===== src/mtpc_pkg.sv =====
// Shared constants, codes and types of the musical tick position converter.
`default_nettype none
package mtpc_pkg;

   localparam int TICKS_PER_QUARTER = 960;
   localparam int WHOLE_TICKS = 4 * TICKS_PER_QUARTER;

   localparam int CMD_W = 3;
   localparam int TICK_W = 32;
   localparam int BAR_IN_W = 16;
   localparam int BEAT_IN_W = 6;
   localparam int OFF_W = 12;
   localparam int RES_W = 33;
   localparam int BAR_OUT_W = 32;
   localparam int BEAT_OUT_W = 5;
   localparam int NUM_W = 6;
   localparam int DEN_W = 7;
   localparam int IDX_W = 2;
   localparam int CSR_DATA_W = 7;
   localparam int REQ_DATA_W = 72;
   localparam int RSP_DATA_W = 88;

   localparam int NUM_MAX = (1 << NUM_W) - 1;
   localparam int LEN_W = $clog2(NUM_MAX * WHOLE_TICKS + 1);
   localparam int BEAT_LEN_W = $clog2(WHOLE_TICKS + 1);
   localparam int GRID_LEN_W = $clog2(TICKS_PER_QUARTER + 1);
   localparam int BEAT_OUT_MAX = (1 << BEAT_OUT_W) - 1;
   localparam int OFF_MAX = (1 << OFF_W) - 1;
   localparam int SUM_W = RES_W + 4;
   localparam int QUEUE_DEPTH = 4;
   localparam int QPTR_W = $clog2(QUEUE_DEPTH);

   typedef enum logic [CMD_W-1:0] {
      CMD_TO_POS = 3'd0,
      CMD_TO_TICK = 3'd1,
      CMD_SNAP_BAR = 3'd2,
      CMD_SNAP_BEAT = 3'd3,
      CMD_SNAP_GRID = 3'd4
   } cmd_type;

   typedef enum logic [IDX_W-1:0] {
      REG_BEATS_PER_BAR = 2'd0,
      REG_BEAT_NOTE_VALUE = 2'd1,
      REG_GRID_DIVISION = 2'd2
   } reg_index_type;

   typedef struct packed {
      logic [LEN_W-1:0] bar_len;
      logic [BEAT_LEN_W-1:0] beat_len;
   } len_type;

   typedef struct packed {
      cmd_type cmd;
      logic [TICK_W-1:0] tick;
      logic [BAR_IN_W-1:0] bar;
      logic [BEAT_IN_W-1:0] beat;
      logic [OFF_W-1:0] off;
      logic [LEN_W-1:0] divisor;
   } entry_type;

endpackage
`default_nettype wire


===== src/mtpc_queue.sv =====
// Short queue between the front end and the divider pipeline.
`default_nettype none
module mtpc_queue (
   input wire logic clock,
   input wire logic reset,
   input wire logic push,
   input wire mtpc_pkg::entry_type push_entry,
   input wire logic pop,
   output mtpc_pkg::entry_type head,
   output logic full,
   output logic empty
);
   import mtpc_pkg::*;

   entry_type mem_ff [QUEUE_DEPTH];
   logic [QPTR_W-1:0] wr_ptr_ff;
   logic [QPTR_W-1:0] rd_ptr_ff;
   logic [QPTR_W:0] count_ff;
   logic do_pop;

   assign full = (count_ff == (QPTR_W + 1)'(QUEUE_DEPTH));
   assign empty = (count_ff == '0);
   assign do_pop = pop && !empty;
   assign head = mem_ff[rd_ptr_ff];

   always_ff @(posedge clock) begin
      if (push) begin
         mem_ff[wr_ptr_ff] <= push_entry;
      end
   end

   always_ff @(posedge clock) begin
      if (reset) begin
         wr_ptr_ff <= '0;
         rd_ptr_ff <= '0;
         count_ff <= '0;
      end else begin
         if (push) begin
            wr_ptr_ff <= wr_ptr_ff + QPTR_W'(1);
         end
         if (do_pop) begin
            rd_ptr_ff <= rd_ptr_ff + QPTR_W'(1);
         end
         count_ff <= count_ff + (QPTR_W + 1)'(push) - (QPTR_W + 1)'(do_pop);
      end
   end

   a_no_overflow: assert property (@(posedge clock) disable iff (reset)
      full |-> !push) else $error("transfer into a full queue");
   a_count_bound: assert property (@(posedge clock) disable iff (reset)
      count_ff <= (QPTR_W + 1)'(QUEUE_DEPTH)) else $error("queue count out of range");

endmodule
`default_nettype wire


===== config.mk =====
export PLATFORM = sky130hd
export DESIGN_NAME = mtpc_queue
export DESIGN_NICKNAME = d
export VERILOG_FILES = /design/src/mtpc_pkg.sv /design/src/mtpc_queue.sv
export SDC_FILE = /design/constraint.sdc
export NUM_CORES = 1
export LEC_CHECK = 0
export BUFFER_PORTS_ARGS = -buffer_cell sky130_fd_sc_hd__buf_2
export CORE_AREA = 4 4 157 159
export CTS_CLUSTER_SIZE = 20
export DETAILED_ROUTE_END_ITERATION = 8
export DIE_AREA = 0 0 161 163
export GPL_ROUTABILITY_DRIVEN = 0
export PLACE_DENSITY = 0.75
export SKIP_LAST_GASP = 1
export SYNTH_ARGS = -nofsm -noshare
export SYNTH_HDL_FRONTEND = slang
export SYNTH_SLANG_ARGS = --single-unit

===== constraint.sdc =====
create_clock -name clock -period 4.2 [get_ports clock]
set_input_delay 0.21 -clock clock [delete_from_list [all_inputs] [get_ports clock]]
set_output_delay 0.21 -clock clock [all_outputs]
set_load 0.03 [all_outputs]

* Yosys cells after proc, flatten, opt, wreduce, memory -nomap -nowiden *
Memory sizes are Yosys's and may differ from the RTL's. A register that Yosys moved wholly into a read port is not among the register bits.
Cells that the tools add are included.

cells by class
  reduce and logical (&&, ||, !) cells = 3
  equal/unequal tests = 1
  multiplexer cells = 4
  add/subtract/negate cells = 4

operators with widths
  kind                   count
  $add A2 B1 Y2 const B  2
  $mux W2                2
  $add A3 B1 Y3          1
  $eq A3 B3 Y1 const B   1
  $logic_not A3 Y1       1
  $sub A3 B1 Y3          1
  $mux W1                2
  $logic_and A1 B1 Y1    1
  $logic_not A1 Y1       1

storage, ports and cells
  bits in writable memories = 348
  register bits after elaboration = 7
  output and inout bits = 89
  logic and storage cells = 16
  bits of input ports = 91
  memories = 1

memory list
  memory  words  width  rd ports  clocked after memory_dff  wr ports  line              source
  mem_ff  4      87     1         1                         1         mtpc_queue.sv:15  entry_type mem_ff [QUEUE_DEPTH];

* Longest topological paths before layout *
Gate-level depths: netlist (run 1).

  word-level depth = 5
  gate-level depth with buffers = 8
  gate-level depth less buffers = 8

* Least setup slack after synthesis (run 1) *
Ideal clock, no wire load.

  kind = register -> register
  start point = register wr_ptr_ff[0]
  end point = memory mem_ff[0][0] (netlist bit), enable pin
  setup slack = 1.183 ns
  path buffers = 0
  stages on the path, launching flop included = 4
  arrival time = 2.563 ns
  period minus slack after synthesis = 3.017 ns
  cells stage by stage = dfxtp_1 inv_1 ha_1 and2_1

RTL lines
  what                    line              source
  start, declared         mtpc_queue.sv:16  logic [QPTR_W-1:0] wr_ptr_ff;
  start signal, assigned  mtpc_queue.sv:39  wr_ptr_ff <= wr_ptr_ff + QPTR_W'(1);
  end, declared           mtpc_queue.sv:15

No word-level cell before the write port.

==> flow_metrics.tcl, run 1 <==
set metrics [dict create \
    overflow 0 \
    syn-num-nets 598 \
    avgSynthCellArea_um2 26.05 \
    combPwrFrac 0.207 \
    area_growth_pct 25.14 \
    cts_root_buffer "clkbuf_16" \
    multi_input_area_um2 2236 \
    rows 56 \
    slew_viol_final 0 \
    fin_nets 894 \
    cp_max_fo 30 \
    cellPowerDensity_nw_per_um2 563.4 \
    finalSetupViolations 0 \
    route.detailed.drc 0 \
    cts_tree "built" \
    first_pass_iters 4 \
    ir_drop_mv 0.4165 \
    pwr-share-seq 0.463 \
    fmax_ghz 0.3556 \
    synth_seq_cells 357 \
    antenna_found_initial 1 \
    finalCriticalPeriod_ps 2812 \
    worstSetupStartpointType "register" \
    p_leak_nw 5.569 \
    post_drt_via_cell_ratio 5.480 \
    cts_num_sinks 357 \
    initialDrtViolationCount 472 \
    hold_viol 0 \
    coreArea_um2 23260 \
    syn_inst 500 \
    ctsHtreeMaxLevel 2 \
    worst_ep_arrival_time_ps 2600 \
    rsz0062_at_grt "no" \
    seq_area_um2 10640 \
    cap_violations 0 \
    skew_ps 7.842 \
    worstMarginPinSlew_ps 1073 \
    antenna_left 0 \
    crit_required_ps 3990 \
    start_util 0.5599 \
    outcome "finished clean" \
    die_w_um 161 \
    switching_share 0.2698 \
    grt_pass1_wl_um 38140 \
    portBuffers 179 \
    layout_common_cells "348 x edfxtp_1, 179 x buf_2, 88 x dlygate4sd3_1" \
    ys_seq_area_frac 0.8162 \
    post-cts-setup-buffer-count 0 \
    grt_util_all_layers 0.1880 \
    yosysWarnings 0 \
    cts_made_buffers 36 \
    mostFrequentLayoutCell "edfxtp_1" \
    dp_hpwl_um 14120 \
    boundaryPins 180 \
    critical_path_class "reg -> out" \
    grt_pass1_vias 6840 \
    totalWireLength_um 24190 \
    cts_resized 0 \
    die_h_um 163 \
    holdCritPathClass "in -> reg" \
    synth_cell_types 22 \
    fin_tns_setup_ps 0 \
    grt_max_degree 69 \
    fillers 1421 \
    clkPwrFrac 0.330 \
    clockBufferDepth 3 \
    clkTransAtPathRegs_ps 60 \
    num_vias 6253 \
    intPower_w 0.006706 \
    dieArea_um2 26240 \
    drive_gt1_frac 0.4105 \
    clk_latency_ps 490 \
    finalPower_w 0.009183 \
    switching_power_w 0.002477 \
    endpoint_kind "output port" \
    fin_crit_sh 0.6696 \
    detail_route.wl_per_cell_um 21.20 \
    slew_headroom 0.2844 \
    syn_area_um2 13020 \
]
[worst paths after layout]
check	startpoint	depth (start not counted)	slack, ps	end
worst max-delay path	register	3	1390	head[45]
worst max register to register	wr_ptr_ff[0]	3	2050	mem_ff[3][62]
worst min-delay path	push	3	110	wr_ptr_ff[0]
worst min register to register	wr_ptr_ff[1]	2	570	wr_ptr_ff[1]
[critical path, stage by stage (launching register included)]
cell     delay [ps]
dfxtp_4         760
buf_4           530
mux4_2          580
buf_2           200
[stage by stage]
step	instance area, um2	hold slack, ps	setup WS (ps)	utilization	std cells
floorplan	13020	308.9	1183	-	500
global placement	14290	417.8	1856	0.6143	989
detailed placement	14290	424.6	1837	0.6143	989
CTS	16300	88.50	1297	0.7005	1140
global route	16300	119.9	1166	0.7006	1141
finish	16300	113.7	1388	0.7006	1141
[sequential cells by signal, summed over array words and instances, names as in the netlist, named ones only]
register and flops:
mem_ff 348, count_ff 3, rd_ptr_ff 2, wr_ptr_ff 2
[repair_timing]
action | 4_1_cts | 5_1_grt
hold endpoints to repair | 353 | 0
setup endpoints to repair | 0 | 0
hold buffers | 88 | 0
[Yosys cell counts]
master | count | share of area
buf_2 | 10 | 0.0038
inv_1 | 5 | 0.0014
dfxtp_1 | 9 | 0.014
and2_1 | 4 | 0.0019
nor3b_1 | 1 | 0.00058
nor2_1 | 6 | 0.0017
buf_6 | 1 | 0.00086
o31a_1 | 1 | 0.00067
mux2i_1 | 1 | 0.00077
ha_1 | 6 | 0.0058
mux4_2 | 87 | 0.15
mux2_2 | 3 | 0.0026
fa_1 | 1 | 0.0015
o311ai_0 | 1 | 0.00067
xnor3_1 | 1 | 0.0017
edfxtp_1 | 348 | 0.80
buf_12 | 1 | 0.0015
buf_8 | 3 | 0.0035
nor3_1 | 1 | 0.00038
nor2b_1 | 3 | 0.0014
xnor2_1 | 1 | 0.00067
clkbuf_1 | 6 | 0.0017
[layout make-up]
| class | instances | share of cell area |
|---|---|---|
| clock inverter | 15 | 0.009673 |
| multi-input combinational | 117 | 0.1372 |
| sequential | 357 | 0.6527 |
| inverter | 5 | 0.001152 |
| clock buffer | 48 | 0.05934 |
| tap | 319 | 0.02449 |
| timing repair buffer | 279 | 0.1153 |
| antenna | 1 | 0.0001535 |
[metal layers]
metal / vias up / GRT usage / share of wire
met2: 256 / 0.3139 / 0.50
met5: - / 0 / 0
met4: 0 / 0.05351 / 0.020
met1: 3224 / 0.2564 / 0.40
met3: 42 / 0.04100 / 0.074
li1: 2731 / - / -
[kinds of logic after synthesis]
logic type | after synthesis | share of synthesized area
buf+inv | 26 | 0.01287
flops | 357 | 0.8162
compound gates | 2 | 0.001345
mux | 91 | 0.1538
simple gates | 15 | 0.006052
xor+xnor | 2 | 0.002402
fa+ha+maj | 7 | 0.007301
[power groups by stage]
stage | logic (W) | clock network, W | registers (W)
6_report | 0.00190 | 0.00303 | 0.00425
5_1_grt | 0.00202 | 0.00325 | 0.00428
4_1_cts | 0.00193 | 0.00308 | 0.00426
3_5_place_dp | 0.00185 | 0 | 0.00433
3_3_place_gp | 0.00182 | 0 | 0.00432
2_1_floorplan | 0.00147 | 0 | 0.00423
No activity file was read; power rests on OpenSTA's default activity.
==> run 2, diff against run 1 <==
- clock period: 4.2 -> 2.93 ns (I/O delays scaled with it)
==> run 2 against run 1 <==
- die area unchanged
- wire length increased by 3.6%
- setup slack got worse by 800 ps
- final cell count increased by 0.61%
- sequential share of layout area decreased by 0.58 points
- total power increased by 44%
==> flow_metrics.tcl, run 2 (synthesis gave the netlist of run 1 again) <==
set metrics [dict create \
    worstMarginPinSlew_ps 509.4 \
    finalPower_w 0.01325 \
    overflow 0 \
    layout_common_cells "348 x edfxtp_1, 179 x buf_2, 89 x dlygate4sd3_1" \
    fin_nets 901 \
    grt_pass1_wl_um 39130 \
    p_leak_nw 5.628 \
    totalWireLength_um 25070 \
    finalSetupViolations 0 \
    finalCriticalPeriod_ps 2341 \
    num_vias 6261 \
    fmax_ghz 0.4271 \
    worst_ep_arrival_time_ps 2190 \
    grt_pass1_vias 6830 \
    portBuffers 179 \
    mostFrequentLayoutCell "edfxtp_1" \
    holdCritPathClass "in -> reg" \
    ir_drop_mv 0.5007 \
    slew_viol_final 0 \
    start_util 0.5599 \
    m1WireLength_um 10360 \
    boundaryPins 180 \
    antenna_found_initial 2 \
    clockBufferDepth 3 \
    endpoint_kind "output port" \
    slew_headroom 0.6604 \
    worstSetupStartpointType "register" \
    antenna_left 0 \
    coreArea_um2 23260 \
    cts_tree "built" \
    cap_violations 0 \
    drive_gt1_frac 0.4123 \
    dieArea_um2 26240 \
    fin_tns_setup_ps 0 \
    routed-wl-met3_um 1787 \
    clk_latency_ps 500 \
    crit_required_ps 2780 \
    largestRegisters "mem_ff x348, count_ff x3" \
    rsz0062_at_grt "no" \
    die_w_um 161 \
    crit_path_cell_trace "buf_4 > mux4_2 > buf_2" \
    initialDrtViolationCount 426 \
    critical_path_class "reg -> out" \
    ctsHtreeMaxLevel 2 \
    cts_root_buffer "clkbuf_16" \
    area_growth_pct 26.26 \
    largest_register "mem_ff" \
    outcome "finished clean" \
    maxUsedRoutingLayer "met4" \
    rows 56 \
    grt_max_degree 38 \
    grt_util_all_layers 0.1951 \
    fin_crit_sh 0.7991 \
    critical-path-max-stage-delay_ps 580 \
    cellPowerDensity_nw_per_um2 805.7 \
    dr_wl_met2_um 12450 \
    route.detailed.drc 0 \
    cts_made_buffers 36 \
    post_drt_via_cell_ratio 5.454 \
    detail_route.wl_per_cell_um 21.84 \
    critical-path-top-delay-family "flip-flops" \
    largest_register_ffs 348 \
    cp_max_fo 17 \
    hold_viol 0 \
    dp_hpwl_um 14940 \
    cp_slowest_cell "dfxtp_4" \
    cts_num_sinks 357 \
    die_h_um 163 \
    skew_ps 10.52 \
    clkTransAtPathRegs_ps 60 \
    post-cts-setup-buffer-count 0 \
    critPathBufInv 2 \
    first_pass_iters 4 \
]
run 2: cell types whose count changed in the layout (fill, tap and decap cells not counted), moves of 3 or more:
cell      before  now
buf_12         1    7
clkbuf_8       0    3
clkinv_2       7    4
clkinv_1       2    6
clkbuf_1      11    8
run 2: report_power, final:
group	internal, W	total (W)	switching [W]
clock	0.00264	0.00435	0.00171
combinational	0.00118	0.00285	0.00168
sequential	0.00589	0.00605	0.000157
total	0.00971	0.0132	0.00354
run 2: metrics by stage:
stage	worst slack, ps	instance area (um2)	instances	hold WS (ps)	util
after detailed placement	915.3	14410	995	363.1	0.6195
after global placement	991.2	14410	995	354.8	0.6195
after CTS	491.1	16440	1146	70.19	0.7066
after floorplan	870.2	13030	500	245.4	-
after global routing	412.4	16440	1148	89.06	0.7069
final	588.5	16440	1148	94.97	0.7069
run 2: repair_timing:
item / CTS / global route
resized for setup: 0 / 0
endpoints found under the hold margin: 353 / 0
hold buffers: 89 / 0
run 2: final cells by class:
type                    instances  area (um2)
flip-flops and latches        357       10640
fillers                      1391        6819
multi-input cells             117        2236
repair buffers                286        2009
clock buffers                  48       997.2
well taps                     319       399.1
clock inverters                14       140.1
inverters                       5       18.77
diodes                          2       5.005
run 2: worst register-to-register path: cells and delay by family, from the launching register on:
family | cells | cell delay [ps]
fa+ha+maj | 3 | 830
xor+xnor | 1 | 210
simple gates | 1 | 40
compound gates | 1 | 380
buf+inv | 2 | 110
flops | 1 | 370
run 2: path summary, 6_finish.rpt:
check | start | end | slack (ps) | depth (start not counted)
worst min register to register | wr_ptr_ff[1] | wr_ptr_ff[1] | 560 | 2
worst min-delay path | pop | rd_ptr_ff[1] | 90 | 3
worst max register to register | count_ff[1] | count_ff[2] | 890 | 8
worst max-delay path | register | head[40] | 590 | 3
run 2: routing by layer:
layer | track usage | vias up
met5 | 0 | -
met4 | 0.04692 | 0
met3 | 0.04809 | 40
met2 | 0.3246 | 223
met1 | 0.2670 | 3241
li1 | - | 2757
