File: src/mtpc_pkg.sv
// Shared constants, codes and types of the musical tick position converter.
`default_nettype none
package mtpc_pkg;

   localparam int TICKS_PER_QUARTER = 960;
   localparam int WHOLE_TICKS = 4 * TICKS_PER_QUARTER;

   localparam int CMD_W = 3;
   localparam int TICK_W = 32;
   localparam int BAR_IN_W = 16;
   localparam int BEAT_IN_W = 6;
   localparam int OFF_W = 12;
   localparam int RES_W = 33;
   localparam int BAR_OUT_W = 32;
   localparam int BEAT_OUT_W = 5;
   localparam int NUM_W = 6;
   localparam int DEN_W = 7;
   localparam int IDX_W = 2;
   localparam int CSR_DATA_W = 7;
   localparam int REQ_DATA_W = 72;
   localparam int RSP_DATA_W = 88;

   localparam int NUM_MAX = (1 << NUM_W) - 1;
   localparam int LEN_W = $clog2(NUM_MAX * WHOLE_TICKS + 1);
   localparam int BEAT_LEN_W = $clog2(WHOLE_TICKS + 1);
   localparam int GRID_LEN_W = $clog2(TICKS_PER_QUARTER + 1);
   localparam int BEAT_OUT_MAX = (1 << BEAT_OUT_W) - 1;
   localparam int OFF_MAX = (1 << OFF_W) - 1;
   localparam int SUM_W = RES_W + 4;
   localparam int QUEUE_DEPTH = 4;
   localparam int QPTR_W = $clog2(QUEUE_DEPTH);

   typedef enum logic [CMD_W-1:0] {
      CMD_TO_POS = 3'd0,
      CMD_TO_TICK = 3'd1,
      CMD_SNAP_BAR = 3'd2,
      CMD_SNAP_BEAT = 3'd3,
      CMD_SNAP_GRID = 3'd4
   } cmd_type;

   typedef enum logic [IDX_W-1:0] {
      REG_BEATS_PER_BAR = 2'd0,
      REG_BEAT_NOTE_VALUE = 2'd1,
      REG_GRID_DIVISION = 2'd2
   } reg_index_type;

   typedef struct packed {
      logic [LEN_W-1:0] bar_len;
      logic [BEAT_LEN_W-1:0] beat_len;
   } len_type;

   typedef struct packed {
      cmd_type cmd;
      logic [TICK_W-1:0] tick;
      logic [BAR_IN_W-1:0] bar;
      logic [BEAT_IN_W-1:0] beat;
      logic [OFF_W-1:0] off;
      logic [LEN_W-1:0] divisor;
   } entry_type;

endpackage
`default_nettype wire

File: src/mtpc_front.sv
// Front end: configuration registers, length computation and request classification.
`default_nettype none
module mtpc_front (
   input wire logic clock,
   input wire logic reset,
   input wire logic csr_valid,
   output logic csr_ready,
   input wire logic [mtpc_pkg::IDX_W-1:0] csr_index,
   input wire logic [mtpc_pkg::CSR_DATA_W-1:0] csr_data,
   input wire logic req_tvalid,
   output logic req_tready,
   input wire logic [mtpc_pkg::REQ_DATA_W-1:0] req_tdata,
   input wire logic [mtpc_pkg::CMD_W-1:0] req_tuser,
   output logic push,
   output mtpc_pkg::entry_type push_entry,
   input wire logic full,
   output mtpc_pkg::len_type lens
);
   import mtpc_pkg::*;

   localparam int CNT_W = $clog2(LEN_W + 1);

   logic [NUM_W-1:0] num_ff, num_in;
   logic [DEN_W-1:0] den_ff, den_in;
   logic [DEN_W-1:0] grid_ff, grid_in;
   logic busy_ff;
   logic [CNT_W-1:0] cnt_ff;
   logic [DEN_W-1:0] rem_ff [3];
   logic [LEN_W-1:0] sh_ff [3];
   logic [DEN_W-1:0] div_ff [3];
   logic [DEN_W-1:0] rem_in [3];
   logic [LEN_W-1:0] sh_in [3];
   logic [LEN_W-1:0] bar_len_ff;
   logic [BEAT_LEN_W-1:0] beat_len_ff;
   logic [GRID_LEN_W-1:0] grid_len_ff;
   logic csr_write;
   cmd_type cmd;

   function automatic logic [DEN_W-1:0] at_least_one(input logic [DEN_W-1:0] v);
      return (v == '0) ? DEN_W'(1) : v;
   endfunction

   assign csr_ready = 1'b1;
   assign csr_write = csr_valid && csr_ready;

   always_comb begin
      num_in = num_ff;
      den_in = den_ff;
      grid_in = grid_ff;
      if (csr_write) begin
         case (reg_index_type'(csr_index))
            REG_BEATS_PER_BAR: num_in = csr_data[NUM_W-1:0];
            REG_BEAT_NOTE_VALUE: den_in = csr_data[DEN_W-1:0];
            REG_GRID_DIVISION: grid_in = csr_data[DEN_W-1:0];
            default: num_in = num_ff;
         endcase
      end
   end

   always_comb begin
      logic [DEN_W:0] t;
      t = '0;
      for (int k = 0; k < 3; k++) begin
         t = {rem_ff[k], sh_ff[k][LEN_W-1]};
         if (t >= {1'b0, div_ff[k]}) begin
            rem_in[k] = DEN_W'(t - {1'b0, div_ff[k]});
            sh_in[k] = {sh_ff[k][LEN_W-2:0], 1'b1};
         end else begin
            rem_in[k] = t[DEN_W-1:0];
            sh_in[k] = {sh_ff[k][LEN_W-2:0], 1'b0};
         end
      end
   end

   always_ff @(posedge clock) begin
      if (reset) begin
         num_ff <= NUM_W'(4);
         den_ff <= DEN_W'(4);
         grid_ff <= DEN_W'(1);
         busy_ff <= 1'b0;
         cnt_ff <= '0;
         bar_len_ff <= LEN_W'(WHOLE_TICKS);
         beat_len_ff <= BEAT_LEN_W'(TICKS_PER_QUARTER);
         grid_len_ff <= GRID_LEN_W'(TICKS_PER_QUARTER);
      end else begin
         num_ff <= num_in;
         den_ff <= den_in;
         grid_ff <= grid_in;
         if (csr_write) begin
            busy_ff <= 1'b1;
            cnt_ff <= '0;
            rem_ff[0] <= '0;
            rem_ff[1] <= '0;
            rem_ff[2] <= '0;
            sh_ff[0] <= LEN_W'((num_in == '0 ? 1 : int'(num_in)) * WHOLE_TICKS);
            sh_ff[1] <= LEN_W'(WHOLE_TICKS);
            sh_ff[2] <= LEN_W'(TICKS_PER_QUARTER);
            div_ff[0] <= at_least_one(den_in);
            div_ff[1] <= at_least_one(den_in);
            div_ff[2] <= at_least_one(grid_in);
         end else if (busy_ff) begin
            rem_ff <= rem_in;
            sh_ff <= sh_in;
            cnt_ff <= cnt_ff + CNT_W'(1);
            if (cnt_ff == CNT_W'(LEN_W - 1)) begin
               busy_ff <= 1'b0;
               bar_len_ff <= (sh_in[0] == '0) ? LEN_W'(1) : sh_in[0];
               beat_len_ff <= (sh_in[1] == '0) ? BEAT_LEN_W'(1)
                                               : sh_in[1][BEAT_LEN_W-1:0];
               grid_len_ff <= (sh_in[2] == '0) ? GRID_LEN_W'(1)
                                               : sh_in[2][GRID_LEN_W-1:0];
            end
         end
      end
   end

   assign req_tready = !busy_ff && !full;
   assign push = req_tvalid && req_tready;
   assign cmd = cmd_type'(req_tuser);

   always_comb begin
      push_entry.cmd = cmd;
      push_entry.tick = req_tdata[31:0];
      push_entry.bar = req_tdata[47:32];
      push_entry.beat = req_tdata[53:48];
      push_entry.off = req_tdata[65:54];
      case (cmd)
         CMD_SNAP_BEAT: push_entry.divisor = LEN_W'(beat_len_ff);
         CMD_SNAP_GRID: push_entry.divisor = LEN_W'(grid_len_ff);
         default: push_entry.divisor = bar_len_ff;
      endcase
   end

   assign lens.bar_len = bar_len_ff;
   assign lens.beat_len = beat_len_ff;

   a_write_starts: assert property (@(posedge clock) disable iff (reset)
      csr_write |=> busy_ff) else $error("length computation did not start");
   a_busy_blocks: assert property (@(posedge clock) disable iff (reset)
      busy_ff |-> !push) else $error("request taken while lengths settle");

endmodule
`default_nettype wire

File: config.mk
export PLATFORM = sky130hd
export DESIGN_NAME = mtpc_front
export DESIGN_NICKNAME = d
export VERILOG_FILES = /design/src/mtpc_pkg.sv /design/src/mtpc_front.sv
export SDC_FILE = /design/constraint.sdc
export NUM_CORES = 1
export LEC_CHECK = 0
export BUFFER_PORTS_ARGS = -buffer_cell sky130_fd_sc_hd__buf_2
export CORE_ASPECT_RATIO = 1.2
export CORE_MARGIN = 2
export CORE_UTILIZATION = 50
export CTS_BUF_LIST = sky130_fd_sc_hd__clkbuf_4 sky130_fd_sc_hd__clkbuf_8
export DETAILED_ROUTE_END_ITERATION = 16
export PLACE_DENSITY = 0.78
export REMOVE_ABC_BUFFERS = 1
export SLEW_MARGIN = 10
export SYNTH_ARGS = -nofsm -noshare
export SYNTH_HDL_FRONTEND = slang
export SYNTH_SLANG_ARGS = --single-unit
File: constraint.sdc
create_clock -name clock -period 4.59 [get_ports clock]
set_input_delay 0.6885 -clock clock [delete_from_list [all_inputs] [get_ports clock]]
set_output_delay 0.6885 -clock clock [all_outputs]
set_load 0.02 [all_outputs]
* After elaboration in Yosys (flattened, before gate mapping)
Memory sizes are Yosys's and may differ from the RTL's. Cells that the tools add are included.
Word-level totals: bits in registers 141, latch bits 0, RAM bits 21, bits in read-only memories 0, bits of input ports 89, memories 1
Cells by class: $add $sub $neg 4, multipliers 1, divide/modulo/power cells 0, magnitude comparators 3, equality and inequality tests 5, shifts and indexed selects 0, multiplexer cells 28, bitwise gates (word level) 2, reduce and logical (&&, ||, !) cells 15
Memory list:
- div_ff | depth 3, bits a word 7, rd ports 3, clocked after Yosys merged registers in 0, wr ports 3, RTL line mtpc_front.sv:30 | logic [DEN_W-1:0] div_ff [3];
Operators by type and width (count):
- two-way mux 54 bit | 2
- two-way mux 7 bit | 9
- zero test 18 bit | 3
- case mux 18 bit (2 select lines) | 1
- >= comparator 8 x 7 -> 1 bit | 3
- two-way mux 21 bit | 1
- subtractor 7 bit | 3
- two-way mux 18 bit | 1
- two-way mux 6 bit | 3
- zero test 7 bit | 2
- two-way mux 12 bit | 1
- multiplier 6 x 4 -> 10 bit, second input constant | 1
- two-way mux 10 bit | 1
- two-way mux 1 bit | 9
- zero test 6 bit | 1
- adder 5 x 1 -> 5 bit, second input constant | 1
- equality test 5 bit, second input constant | 1
- equality test 3 x 2 -> 1 bit, second input constant | 1
- equality test 3 bit, second input constant | 1
- AND reduction 3 bit | 1
- equality test 2 x 1 -> 1 bit, second input constant | 1
- equality test 2 bit, second input constant | 1
- logical AND 1 bit | 2
- zero test 1 bit | 2
- 5 further kinds | 6

* Depth between registers and ports, before layout
word-level depth 7, mapped depth 15, gate-level depth less buffers 14

* Worst setup path after synthesis
Ideal clock, no wire load.
kind input -> register, from in reset, to reg rem_ff[0] (netlist name), enable pin, data arrival time 4.244 ns, required time 4.081 ns, path slack -0.162 ns, stages on the path 3, buffers on the path 2, path through clkbuf_1 clkbuf_1 nor2_1
On the way: longest elaborated chain between the ends 2
Ends and longest elaborated chain:
- start, declared | RTL line mtpc_front.sv:5 | input wire logic reset,
- NOT 1 bit (no source line)
- AND reduction 2 bit (no source line)
- end signal, assigned | RTL line mtpc_front.sv:102 | rem_ff <= rem_in;
- end, declared | RTL line mtpc_front.sv:28 | logic [DEN_W-1:0] rem_ff [3];
No other way between the ends. A chain may end at the register's enable or synchronous reset.

* Worst setup path after layout
from in csr_valid, to reg sh_ff[53] (netlist name) (data pin)
On the way: longest elaborated chain between the ends 5
Ends and longest elaborated chain:
- start, declared | RTL line mtpc_front.sv:6 | input wire logic csr_valid,
- two-way mux 6 bit | RTL line mtpc_front.sv:50 | if (csr_write) begin
- zero test 6 bit | RTL line mtpc_front.sv:95 | sh_ff[0] <= LEN_W'((num_in == '0 ? 1 : int'(num_in)) * WHOLE_TICKS);
- two-way mux 6 bit | RTL line mtpc_front.sv:95
- multiplier 6 x 4 -> 10 bit | RTL line mtpc_front.sv:95
- two-way mux 54 bit (*) | RTL line mtpc_front.sv:89 | if (csr_write) begin
- end signal, assigned | RTL line mtpc_front.sv:103 | sh_ff <= sh_in;
- end, declared | RTL line mtpc_front.sv:29 | logic [LEN_W-1:0] sh_ff [3];
Every way passes the cells marked *; elsewhere a longest branch is shown, timed or not.

==> impl_metrics.ini <==
[sta]
tns_ns = 0
finalHoldViolCount = 0
fin_hold_ws_ns = 0.4803
timing_worst_slew_pin_value_ns = 1.041
post-route-period-util_pct = 84.63
final-max-slew-violation-count = 0
rsz0062_at_grt = no
setup_viol_count_final = 0
achievable-frequency_ghz = 0.2574
finalWorstSetupSlack_ns = 0.7057
worst_clock_skew_ns = 0.01617
timing.slew.headroom_pct = 30.54
post-route-min-period_ns = 3.884

[setup_path]
critPathArrivalTime_ns = 4.10
crit_path_end_kind = flip-flop
critPathMaxFanout = 8
rr_startpoint = num_ff[3]
category_of_the_most_critical_setup_path = input pin to flip-flop
critical_path.startpoint_type = input pin
reg_to_reg_end = sh_ff[53]
regToRegSetupSlack_ns = 1.29
timing.critical_path.required_ns = 4.80
worstRegToRegCells = 12

[yosys]
synth.yosys.seq_area_share_pct = 47.04
ys.flop_type = sky130_fd_sc_hd__edfxtp_1
ys_warn_count = 0
yosysMostFrequentCell = sky130_fd_sc_hd__edfxtp_1
synth_async_sr_flop_share_pct = 0
post_synth_instance_area_sq_mm = 0.008491
netlist_instances = 825
yosys.cell_types.count = 58
post_synth.cell_area_avg_sq_um = 10.29
synth.area.top_cells = sky130_fd_sc_hd__edfxtp_1 31%, sky130_fd_sc_hd__dfxtp_1 16%, sky130_fd_sc_hd__buf_4 6.2%
synth_largest_type_area_fraction_pct = 31.48
synth-edff-count = 89
yosys.area.top_type = sky130_fd_sc_hd__edfxtp_1
most_numerous_cell_types_in_the_synthesized_netlist = 89 x sky130_fd_sc_hd__edfxtp_1, 70 x sky130_fd_sc_hd__buf_4, 66 x sky130_fd_sc_hd__dfxtp_1
postSynthRegisterBits = 155

[route]
first_iter_violations = 451
final_antenna_net_count = 0
wl_per_cell_um = 21.81
drc = 0
wl_met3_um = 3280
vias_per_cell = 5.921
met1_length_um = 9133
dr_wl_met2_um = 9959
first_pass_iters = 5
detail_route.wirelength_um = 23010
highest-signal-layer = met5
vias = 6247

[die]
die_w_um = 123.0
die_height_um = 146.8
core_area_sq_mm = 0.01672
initial_utilization_pct = 50.78
standard_cell_row_count = 52
die-area_sq_mm = 0.01804
boundaryPins = 209

[clocking]
tritoncts = built
maximum_buffer_depth_of_the_clock_tree = 2
cts_setup_buffers = 0
insertion_delay_of_the_later_clocked_pin_in_the_worst_skew_pair_ns = 0.46
cts_sinks = 155
cts-resized-gates = 0
number_of_hold_buffers_added_after_cts = 0
cts-htree-levels = 4
cts-root-buf = sky130_fd_sc_hd__clkbuf_8
cts_made_buffers = 17
clk_pin_slew_ns = 0.09

[worst_hold_path]
timing.hold.worst.class = flip-flop to flip-flop
holdCritStartpoint = bar_len_ff[16]
min_delay_path_depth = 2
min_delay_worst_endpoint = bar_len_ff[16]

[cells_and_area]
diodes = 0
multiInputGateArea_sq_mm = 0.003697
proportion_of_layout_cells_with_a_drive_suffix_above_1_pct = 18.95
design_area_final_sq_mm = 0.008965
fillerInstances = 1438
area_growth_syn_to_layout_pct = 5.585
seqCellArea_sq_mm = 0.003994
design.final.nets = 961

[power_and_ir_drop]
leakagePower_nw = 3.486
total_power_mw = 3.183
irDropWorstVdd_mv = 0.1483
power.density_mw_per_mm2 = 355.0

[grt]
grt_pass1_vias = 5991
grt_pass1_wl_um = 35900
grt_overflow = 0
antenna_found_initial = 0
grtUsageTotal_pct = 26.72
grt_max_degree = 76

[outcome]
status = completed

[placed_design]
place.detailed.hpwl_um = 16580
numPortBuffers = 69
detailed_place.area_sq_mm = 0.008563
place_worst_setup_slack_ns = 0.2374
place_congestion = 0.9409

[job]
cap_viol_max_count = 0
state kept, by name, summed over array words and instances, names as in the netlist:
name / count
bar_len_ff: 18
beat_len_ff: 12
busy_ff: 1
cnt_ff: 5
den_ff: 7
div_ff: 14
grid_ff: 7
grid_len_ff: 10
num_ff: 6
rem_ff: 21
sh_ff: 54
per-stage QoR:
stage | instances | util [%]
CTS | 1055 | 53.61
global route | 1055 | 53.61
global placement | 1023 | 51.21
detailed placement | 1023 | 51.21
finish | 1055 | 53.61
floorplan | 726 | -
cell families after synthesis:
logic type | synth area share, %
other cells | 0.04417
flops | 47.04
simple gates | 15.81
xor+xnor | 1.341
mux | 3.831
compound gates | 14.77
fa+ha+maj | 7.663
buf+inv | 9.505
worst max path at each step:
stage                       from        end  cells after the start
finish                 csr_valid  sh_ff[53]                     15
global placement       csr_valid  sh_ff[53]                     15
floorplan           csr_index[0]  sh_ff[53]                     13
CTS                    csr_valid  sh_ff[53]                     15
detailed placement     csr_valid  sh_ff[53]                     15
global route           csr_valid  sh_ff[53]                     15
report_power, final:
group          leakage (nW)  total, mW  internal (mW)  switching, mW
clock                 0.196       1.05          0.500          0.546
sequential             1.39       1.60           1.55         0.0438
combinational          1.90      0.540          0.226          0.315
total                  3.49       3.18           2.28          0.904
per-layer routing:
layer	vias to the layer above	track usage, %
met5	-	11.93
met4	6	6.782
met3	42	17.86
met2	314	38.07
met1	2983	32.20
li1	2902	-
layout by cell type, fill, tap and decap left out, types with 12 or more instances in the layout:
cell type / netlist / routed
sky130_fd_sc_hd__clkbuf_8: 0 / 17
sky130_fd_sc_hd__nand3_1: 18 / 18
sky130_fd_sc_hd__inv_1: 40 / 40
sky130_fd_sc_hd__nor2_1: 48 / 47
sky130_fd_sc_hd__nand2_1: 56 / 56
sky130_fd_sc_hd__o22ai_1: 23 / 23
sky130_fd_sc_hd__o21a_1: 12 / 12
sky130_fd_sc_hd__dfxtp_1: 66 / 66
sky130_fd_sc_hd__buf_2: 9 / 69
sky130_fd_sc_hd__a21oi_1: 57 / 57
sky130_fd_sc_hd__o21ai_0: 32 / 32
sky130_fd_sc_hd__nor2b_1: 48 / 48
sky130_fd_sc_hd__ha_1: 36 / 36
sky130_fd_sc_hd__mux2_2: 17 / 17
sky130_fd_sc_hd__mux2i_1: 12 / 12
sky130_fd_sc_hd__nor3_1: 18 / 18
sky130_fd_sc_hd__a22o_1: 23 / 23
sky130_fd_sc_hd__nor4_1: 15 / 15
sky130_fd_sc_hd__edfxtp_1: 89 / 89
layout make-up:
| type | instances | share of cell area [%] |
|---|---|---|
| sequential | 155 | 44.55 |
| multi-input combinational | 530 | 41.24 |
| timing repair buffer | 81 | 4.997 |
| tap | 216 | 3.015 |
| clock buffer | 18 | 2.694 |
| clock inverter | 14 | 1.786 |
| inverter | 41 | 1.717 |
worst max-delay path, cell delays in order:
cell and delay, ns:
sky130_fd_sc_hd__buf_2 0.15, sky130_fd_sc_hd__nor3b_1 0.20, sky130_fd_sc_hd__buf_4 0.21, sky130_fd_sc_hd__mux2i_1 0.33
sky130_fd_sc_hd__inv_1 0.20, sky130_fd_sc_hd__fa_1 0.53, sky130_fd_sc_hd__inv_1 0.05, sky130_fd_sc_hd__fa_1 0.50
sky130_fd_sc_hd__inv_1 0.04, sky130_fd_sc_hd__ha_1 0.33, sky130_fd_sc_hd__nand2_1 0.09, sky130_fd_sc_hd__o211ai_1 0.20
sky130_fd_sc_hd__nand3_1 0.13, sky130_fd_sc_hd__a21o_1 0.19, sky130_fd_sc_hd__a31o_2 0.22
No activity file was read; power rests on OpenSTA's default activity.
